==> src/assert_macros.svh <==
// Assertion macros shared by the tile name parser RTL.
// Depends on nothing; active only when SYNTHESIS is not defined.
`ifndef ASSERT_MACROS_SVH
`define ASSERT_MACROS_SVH
`ifndef SYNTHESIS
// Check a property at every rising edge outside reset.
`define ASSERT_PROP(lbl, clk, rst_n, prop) \
	lbl: assert property (@(posedge clk) disable iff (!rst_n) prop) \
		else $error("property check failed");
// Check that an expression is never true outside reset.
`define ASSERT_NEVER(lbl, clk, rst_n, expr) \
	lbl: assert property (@(posedge clk) disable iff (!rst_n) !(expr)) \
		else $error("forbidden condition seen");
`else
`define ASSERT_PROP(lbl, clk, rst_n, prop)
`define ASSERT_NEVER(lbl, clk, rst_n, expr)
`endif
`endif

==> src/tnp_pkg.sv <==
// Types and constants of the tile name parser.
// Used by tnp_step and tile_name_parser; depends on nothing.
package tnp_pkg;

	// Position in the name t_X_Y
	typedef enum logic [3:0] {
		PH_T   = 4'b0001,
		PH_SEP = 4'b0010,
		PH_X   = 4'b0100,
		PH_Y   = 4'b1000
	} phase_t;

	localparam logic [7:0] CH_T     = 8'h74;
	localparam logic [7:0] CH_UNDER = 8'h5f;
	localparam logic [7:0] CH_MINUS = 8'h2d;
	localparam logic [7:0] CH_ZERO  = 8'h30;
	localparam logic [7:0] CH_NINE  = 8'h39;

	// Largest magnitude a number may reach (2^31)
	localparam logic [31:0] MAG_LIMIT = 32'h8000_0000;
	// Largest positive magnitude
	localparam logic [31:0] MAG_POS_MAX = 32'h7fff_ffff;

	typedef struct packed {
		phase_t      phase;
		logic        negative;
		logic        digit_seen;
		logic [31:0] magnitude;
		logic [31:0] first_value;
		logic        failed;
	} parse_state_t;

	localparam parse_state_t STATE_RESET = '{
		phase:       PH_T,
		negative:    1'b0,
		digit_seen:  1'b0,
		magnitude:   32'd0,
		first_value: 32'd0,
		failed:      1'b0
	};

	typedef struct packed {
		logic        status;
		logic [31:0] tile_x;
		logic [31:0] tile_y;
	} parse_result_t;

endpackage

==> src/tnp_in_reg.sv <==
// Input register of the tile name parser: holds one character transfer.
// Depends on nothing but its ports.
module tnp_in_reg (
	input  logic       clk,
	input  logic       arst_n,
	input  logic       in_valid,
	output logic       in_ready,
	input  logic [7:0] ch,
	input  logic       last,
	input  logic       advance,
	output logic       valid_s1,
	output logic [7:0] ch_s1,
	output logic       last_s1
);

	// Take a new character when the stage is empty or drains this cycle
	assign in_ready = !valid_s1 || advance;

	// Track occupancy of the stage
	always_ff @(posedge clk or negedge arst_n) begin
		if (!arst_n) begin
			valid_s1 <= 1'b0;
		end else if (in_ready) begin
			valid_s1 <= in_valid;
		end
	end

	// Hold the payload of the accepted transfer
	always_ff @(posedge clk) begin
		if (in_valid && in_ready) begin
			ch_s1   <= ch;
			last_s1 <= last;
		end
	end

endmodule

==> src/tnp_step.sv <==
// Per-character update of the tile name parser and result forming.
// Depends on tnp_pkg for the state and result types and character codes.
module tnp_step (
	input  tnp_pkg::parse_state_t  cur,
	input  logic [7:0]             ch,
	output tnp_pkg::parse_state_t  nxt,
	output tnp_pkg::parse_result_t res
);

	logic [35:0] mag_ext;
	logic [35:0] prod;
	logic        is_digit;
	logic        cur_ok;
	logic        nxt_ok;
	logic [31:0] cur_val;
	logic [31:0] nxt_val;

	// Scale by ten with two shifts and add the new digit
	assign mag_ext  = {4'd0, cur.magnitude};
	assign prod     = (mag_ext << 3) + (mag_ext << 1) + {32'd0, ch[3:0]};
	assign is_digit = (ch >= tnp_pkg::CH_ZERO) && (ch <= tnp_pkg::CH_NINE);

	// A number needs a digit and, when positive, must stay below 2^31
	assign cur_ok  = cur.digit_seen && (cur.negative || (cur.magnitude <= tnp_pkg::MAG_POS_MAX));
	assign cur_val = cur.negative ? (32'd0 - cur.magnitude) : cur.magnitude;
	assign nxt_ok  = nxt.digit_seen && (nxt.negative || (nxt.magnitude <= tnp_pkg::MAG_POS_MAX));
	assign nxt_val = nxt.negative ? (32'd0 - nxt.magnitude) : nxt.magnitude;

	// Advance the parse by one character; drop everything once failed
	always_comb begin
		nxt = cur;
		if (!cur.failed) begin
			case (cur.phase)
				tnp_pkg::PH_T: begin
					if (ch == tnp_pkg::CH_T) nxt.phase = tnp_pkg::PH_SEP;
					else nxt.failed = 1'b1;
				end
				tnp_pkg::PH_SEP: begin
					if (ch == tnp_pkg::CH_UNDER) begin
						nxt.phase      = tnp_pkg::PH_X;
						nxt.negative   = 1'b0;
						nxt.digit_seen = 1'b0;
						nxt.magnitude  = 32'd0;
					end else begin
						nxt.failed = 1'b1;
					end
				end
				tnp_pkg::PH_X, tnp_pkg::PH_Y: begin
					if (is_digit) begin
						if (prod > {4'd0, tnp_pkg::MAG_LIMIT}) begin
							nxt.failed = 1'b1;
						end else begin
							nxt.magnitude  = prod[31:0];
							nxt.digit_seen = 1'b1;
						end
					end else if (ch == tnp_pkg::CH_MINUS) begin
						if (cur.negative || cur.digit_seen) nxt.failed = 1'b1;
						else nxt.negative = 1'b1;
					end else if ((ch == tnp_pkg::CH_UNDER) && (cur.phase == tnp_pkg::PH_X)) begin
						if (!cur_ok) begin
							nxt.failed = 1'b1;
						end else begin
							nxt.first_value = cur_val;
							nxt.phase       = tnp_pkg::PH_Y;
							nxt.negative    = 1'b0;
							nxt.digit_seen  = 1'b0;
							nxt.magnitude   = 32'd0;
						end
					end else begin
						nxt.failed = 1'b1;
					end
				end
				default: begin
					nxt.failed = 1'b1;
				end
			endcase
		end
	end

	// Form the result as if this character closes the name
	always_comb begin
		if (!nxt.failed && (nxt.phase == tnp_pkg::PH_Y) && nxt_ok) begin
			res.status = 1'b0;
			res.tile_x = nxt.first_value;
			res.tile_y = nxt_val;
		end else begin
			res.status = 1'b1;
			res.tile_x = 32'd0;
			res.tile_y = 32'd0;
		end
	end

endmodule

==> src/tile_name_parser.sv <==
// Top level of the tile name parser: input register, parse state, result register.
// Depends on tnp_pkg, tnp_in_reg, tnp_step and assert_macros.svh.
//
// Takes one character of a tile name t_X_Y per transfer and, on the character
// marked last, delivers one result with a status bit (0 good, 1 error) and the
// two signed 32-bit values, both zero on error. A character is taken every
// cycle unless a last character waits for the output; the result of a name is
// registered as its last character leaves the input register. The rate is set
// by the per-character update of the parse state, a times-ten add and a compare
// that close combinationally between the input register and the state register.
// While a result waits to be taken, characters that end no name keep flowing;
// a further last character holds in the input register until the output frees.
`include "assert_macros.svh"

module tile_name_parser (
	input  logic               clk,
	input  logic               arst_n,
	input  logic               in_valid,
	output logic               in_ready,
	input  logic [7:0]         ch,
	input  logic               last,
	output logic               out_valid,
	input  logic               out_ready,
	output logic               status,
	output logic signed [31:0] tile_x,
	output logic signed [31:0] tile_y
);

	logic                   valid_s1;
	logic [7:0]             ch_s1;
	logic                   last_s1;
	logic                   advance;
	logic                   out_free;
	tnp_pkg::parse_state_t  state_q;
	tnp_pkg::parse_state_t  state_d;
	tnp_pkg::parse_result_t res;
	logic                   out_valid_q;
	logic                   status_q;
	logic [31:0]            tile_x_q;
	logic [31:0]            tile_y_q;
	logic                   err_vals_zero;
	logic                   state_clear;

	// Consume the staged character unless it ends a name and the output is full
	assign out_free = !out_valid_q || out_ready;
	assign advance  = valid_s1 && (!last_s1 || out_free);

	tnp_in_reg u_in_reg (
		.clk      (clk),
		.arst_n   (arst_n),
		.in_valid (in_valid),
		.in_ready (in_ready),
		.ch       (ch),
		.last     (last),
		.advance  (advance),
		.valid_s1 (valid_s1),
		.ch_s1    (ch_s1),
		.last_s1  (last_s1)
	);

	tnp_step u_step (
		.cur (state_q),
		.ch  (ch_s1),
		.nxt (state_d),
		.res (res)
	);

	// Update parse state; return to the start after the last character
	always_ff @(posedge clk or negedge arst_n) begin
		if (!arst_n) begin
			state_q <= tnp_pkg::STATE_RESET;
		end else if (advance) begin
			state_q <= last_s1 ? tnp_pkg::STATE_RESET : state_d;
		end
	end

	// Track the result register occupancy
	always_ff @(posedge clk or negedge arst_n) begin
		if (!arst_n) begin
			out_valid_q <= 1'b0;
		end else if (advance && last_s1) begin
			out_valid_q <= 1'b1;
		end else if (out_ready) begin
			out_valid_q <= 1'b0;
		end
	end

	// Capture the result payload
	always_ff @(posedge clk) begin
		if (advance && last_s1) begin
			status_q <= res.status;
			tile_x_q <= res.tile_x;
			tile_y_q <= res.tile_y;
		end
	end

	assign out_valid = out_valid_q;
	assign status    = status_q;
	assign tile_x    = tile_x_q;
	assign tile_y    = tile_y_q;

	assign err_vals_zero = (tile_x_q == 32'd0) && (tile_y_q == 32'd0);
	assign state_clear   = (state_q.phase == tnp_pkg::PH_T) && !state_q.failed &&
		(state_q.magnitude == 32'd0);

	// Error results carry zero values
	`ASSERT_PROP(a_err_zero, clk, arst_n, out_valid_q && status_q |-> err_vals_zero)
	// Parse state restarts after a name ends
	`ASSERT_PROP(a_restart, clk, arst_n, advance && last_s1 |=> state_clear)
	// A closing character never overruns a waiting result
	`ASSERT_NEVER(a_no_overrun, clk, arst_n, advance && last_s1 && out_valid_q && !out_ready)
	// Stored magnitude stays within 2^31
	`ASSERT_NEVER(a_mag_range, clk, arst_n, state_q.magnitude > tnp_pkg::MAG_LIMIT)

endmodule
==> config.mk <==
export PLATFORM = sky130hd
export DESIGN_NAME = tile_name_parser
export DESIGN_NICKNAME = d
export VERILOG_FILES = /design/src/tnp_pkg.sv /design/src/tnp_in_reg.sv /design/src/tnp_step.sv /design/src/tile_name_parser.sv
export VERILOG_INCLUDE_DIRS = /design/src /design/src/src
export SDC_FILE = /design/constraint.sdc
export NUM_CORES = 1
export LEC_CHECK = 0
export BUFFER_PORTS_ARGS = -buffer_cell sky130_fd_sc_hd__buf_4
export CAP_MARGIN = 40
export CORE_ASPECT_RATIO = 0.75
export CORE_UTILIZATION = 40
export DETAILED_ROUTE_END_ITERATION = 6
export GPL_TIMING_DRIVEN = 0
export PLACE_DENSITY_LB_ADDON = 0.08
export SLEW_MARGIN = 20
export SYNTH_ARGS = -nofsm -noshare
export SYNTH_HDL_FRONTEND = slang
export SYNTH_HIERARCHICAL = 1
export SYNTH_SLANG_ARGS = --single-unit
export TNS_END_PERCENT = 100
==> constraint.sdc <==
create_clock -name clk -period 14.4 [get_ports clk]
set_clock_uncertainty 0.15 [all_clocks]
set_input_delay 0.72 -clock clk [delete_from_list [all_inputs] [get_ports clk]]
set_output_delay 0.72 -clock clk [all_outputs]
set_load 0.05 [all_outputs]
==> run metrics <==
num ports=80; post-synth top area cell=edfxtp_1; R2R Setup Slk=roughly 7 ns; Worst-Skew Late Latency=between 0.4 and 0.5 ns; WS Path Type=register to register; TritonRoute pass-1 iters=5; Vias/cell=roughly 5.7; share of layout cells above drive strength 1=0.181; Worst Setup SP=u_in_reg/ch_s1[3]$_DFFE_PP_; Slew @ Worst Pin=0.799 ns; DRC=0; asr flop ratio synth=0.497; cell area power density=between 70 and 80 nW/um2; vias in the first global route=between 10,000 and 15,000; CTS buffer count=17; Worst Setup Start Kind=register; status=finished clean; Worst Reg-to-Reg Cells=22; worst-path maximum fanout=10; Post-synth EDFFs=74; IO buf count=79; HPWL after detailed placement=roughly 31,000 um; top_reg_cell synth=edfxtp_1; Seq/Total Area, Yosys=0.331; Cells after Synth=1,349; final worst setup slack=6.81 ns; die width=~200 um; Clk pin slew, worst setup/hold paths=approximately 0.06 ns; final core occ=0.464; total track usage=0.262; CP endpoint kind=register; Syn. warnings=6; Max Cap Viol=0; first-pass GRT wire length=roughly 62,000 um; leading cell types by count after synthesis=95 x nor2_1, 93 x inv_1, 93 x nand2_1, 90 x o21ai_0, 81 x nand2b_1; reg-to-reg critical path endpoint=tile_y[24]$_DFFE_PP_; ANT nets after route=0; Critical Path RT=about 14 ns; synthesized flop and latch total=roughly 150; Post-Place Worst Slack=7.08 ns; Final nets=1,531; Core ar.=~30,000 um2; RSZ-0062 raised after global routing=no; most frequent cell after synthesis=nor2_1; Syn Std Cell Area=between 10,000 and 15,000 um2; Crit-path slowest cell=fa_1; FF-to-FF Start=u_in_reg/ch_s1[3]$_DFFE_PP_; fmax=between 100 and 150 MHz; Initial Util=0.406; CTS tree=done; final setup fails=0; final hold viol count=0; slowest stage delay, CP=about 0.6 ns; Final period util=0.527; largest net degree at the start of global routing=45; CTS max path bufs=2; H-tree depth=4; initial antenna violation count=1; routed wire length=40,200 um; relative slew slack=0.468; Final Slew Violations=0; Critical Path, Cell by Cell=fa_1, inv_1, fa_1, nand2b_1, a21o_1, a21boi_2, o21ai_1, or4b_4, nor4_2, and4_1, a41oi_2, or2_1, buf_2, buf_2, clkbuf_1, a22oi_1, ha_1, o2111a_1, nand4_1, o21ai_0, xor2_1, nor2_1; Setup TNS Final=0 ns; Inserted Diodes=0; leakage=approximately 0.0057 uW; Avg WL per Cell=roughly 22 um; Synth area leaders=edfxtp_1 18%, dfrtp_1 15%, o211ai_2 7.4%; min cycle time layout=7.59 ns; Area growth syn-to-layout=14.3%; Post-CTS Hold Fix Bufs=0; Sink Count=approximately 150; total global routing overflow=0; WP data arrival=roughly 7.6 ns; distinct cell type count after synthesis=between 90 and 100; die height=154 um; CTS root buffer=clkbuf_16; full die area=~31,000 um2; post-CTS resize count=0; # rows=55; area share of the largest cell type after synthesis=0.181; DRT iter0 DRCs=about 850; Worst Hold Class=input pin to asynchronous set/reset pin; # Post-CTS Setup Buffers=0; syn_nets=roughly 1,400; via count=between 10,000 and 15,000; RePlAce Congestion=roughly 0.95; syn_area_per_cell=a little over 9 um2; Max VDD drop=about 0.080 mV
[final cells by class]
class | count | area [um2]
Buffer | 81 | 469
Clock buffer | 18 | 429
Clock inverter | 14 | 138
Fill cell | 2964 | 16100
Inverter | 93 | 349
Multi-Input combinational cell | 1028 | 7390
Sequential cell | 147 | 4050
Tap cell | 399 | 499
Timing Repair Buffer | 83 | 672
[per-stage QoR]
step | cells | power (uW) | area (um2) | hold WS [ns]
CTS | 1863 | 1040 | 14000 | 0.0881
global placement | 1827 | 599 | 13300 | 0.360
global route | 1863 | 1070 | 14000 | 0.110
detailed placement | 1831 | 601 | 13400 | 0.369
floorplan | 1349 | 556 | 12200 | 0.274
finish | 1863 | 1030 | 14000 | 0.0855
[how the worst max path moves through the flow]
stage | slack [ns] | depth (start not counted) | end
global route | 6.45 | 21 | tile_y[24]$_DFFE_PP_
finish | 6.81 | 22 | tile_y[24]$_DFFE_PP_
CTS | 7.05 | 22 | tile_y[26]$_DFFE_PP_
floorplan | 8.58 | 22 | tile_y[18]$_DFFE_PP_
detailed placement | 7.08 | 22 | tile_y[26]$_DFFE_PP_
global placement | 7.07 | 22 | tile_y[26]$_DFFE_PP_
[per-layer routing]
metal  global-route usage  up-vias  wire [um]
met1                0.402     5171      20600
met4               0.0597        0        610
met2                0.376      325      16400
li1                     -     5095          -
met5                    0        -          0
met3               0.0471       37       2600
[logic make-up (layout without fill, tap and decap cells)]
family	after synthesis	after routing	share of synthesized area
DFF	147	147	0.331
buffers and inverters	174	289	0.0668
and+or+nand+nor	510	510	0.233
AOI/OAI and AO/OA	371	371	0.241
adders and majority gates	67	67	0.0697
muxes	6	6	0.00511
xor gates and xnor gates	74	74	0.0529
[cell usage in the layout (no fill, tap or decap), types with 6 or more instances in the layout]
master     instances
nor2_1            94
nand2_1           93
inv_1             93
o21ai_0           90
buf_4             81
nand2b_1          81
edfxtp_1          74
o211ai_2          72
dfrtp_1           72
nand3b_1          71
ha_1              65
xor2_1            50
a21oi_1           48
clkbuf_1          43
nor2b_1           39
xnor2_1           24
nor3_1            23
buf_2             21
a22o_1            20
nand4_1           18
clkbuf_16         17
or3_1             16
a31oi_1           12
nand3_1           12
o31ai_1           11
a211oi_1          10
a21o_1            10
and3_1             9
or4_1              9
buf_6              8
a21oi_2            8
o22ai_1            8
o21a_1             8
buf_8              7
o211ai_1           7
and2_1             6
[critical path, delay by kind of cell, from the launching register on]
kind,cells,cell delay [ns]
compound gates,7,2.05
xor+xnor,1,0.19
fa+ha+maj,3,1.42
buf+inv,4,0.83
flops,1,0.49
simple gates,7,2.15
[registers in the layout, summed over array words and instances (netlist names)]
name               count
out_valid              1
state_q               71
tile_y                32
tile_x                32
u_in_reg/last_s1       1
status                 1
u_in_reg/ch_s1         8
u_in_reg/valid_s1      1
[where the power goes]
group          switching (uW)  total [uW]  internal (uW)
registers                7.35         465            457
logic                    88.1         128           39.5
clock network             187         441            254
total                     282        1030            750
(Power assumes the default switching activity.)
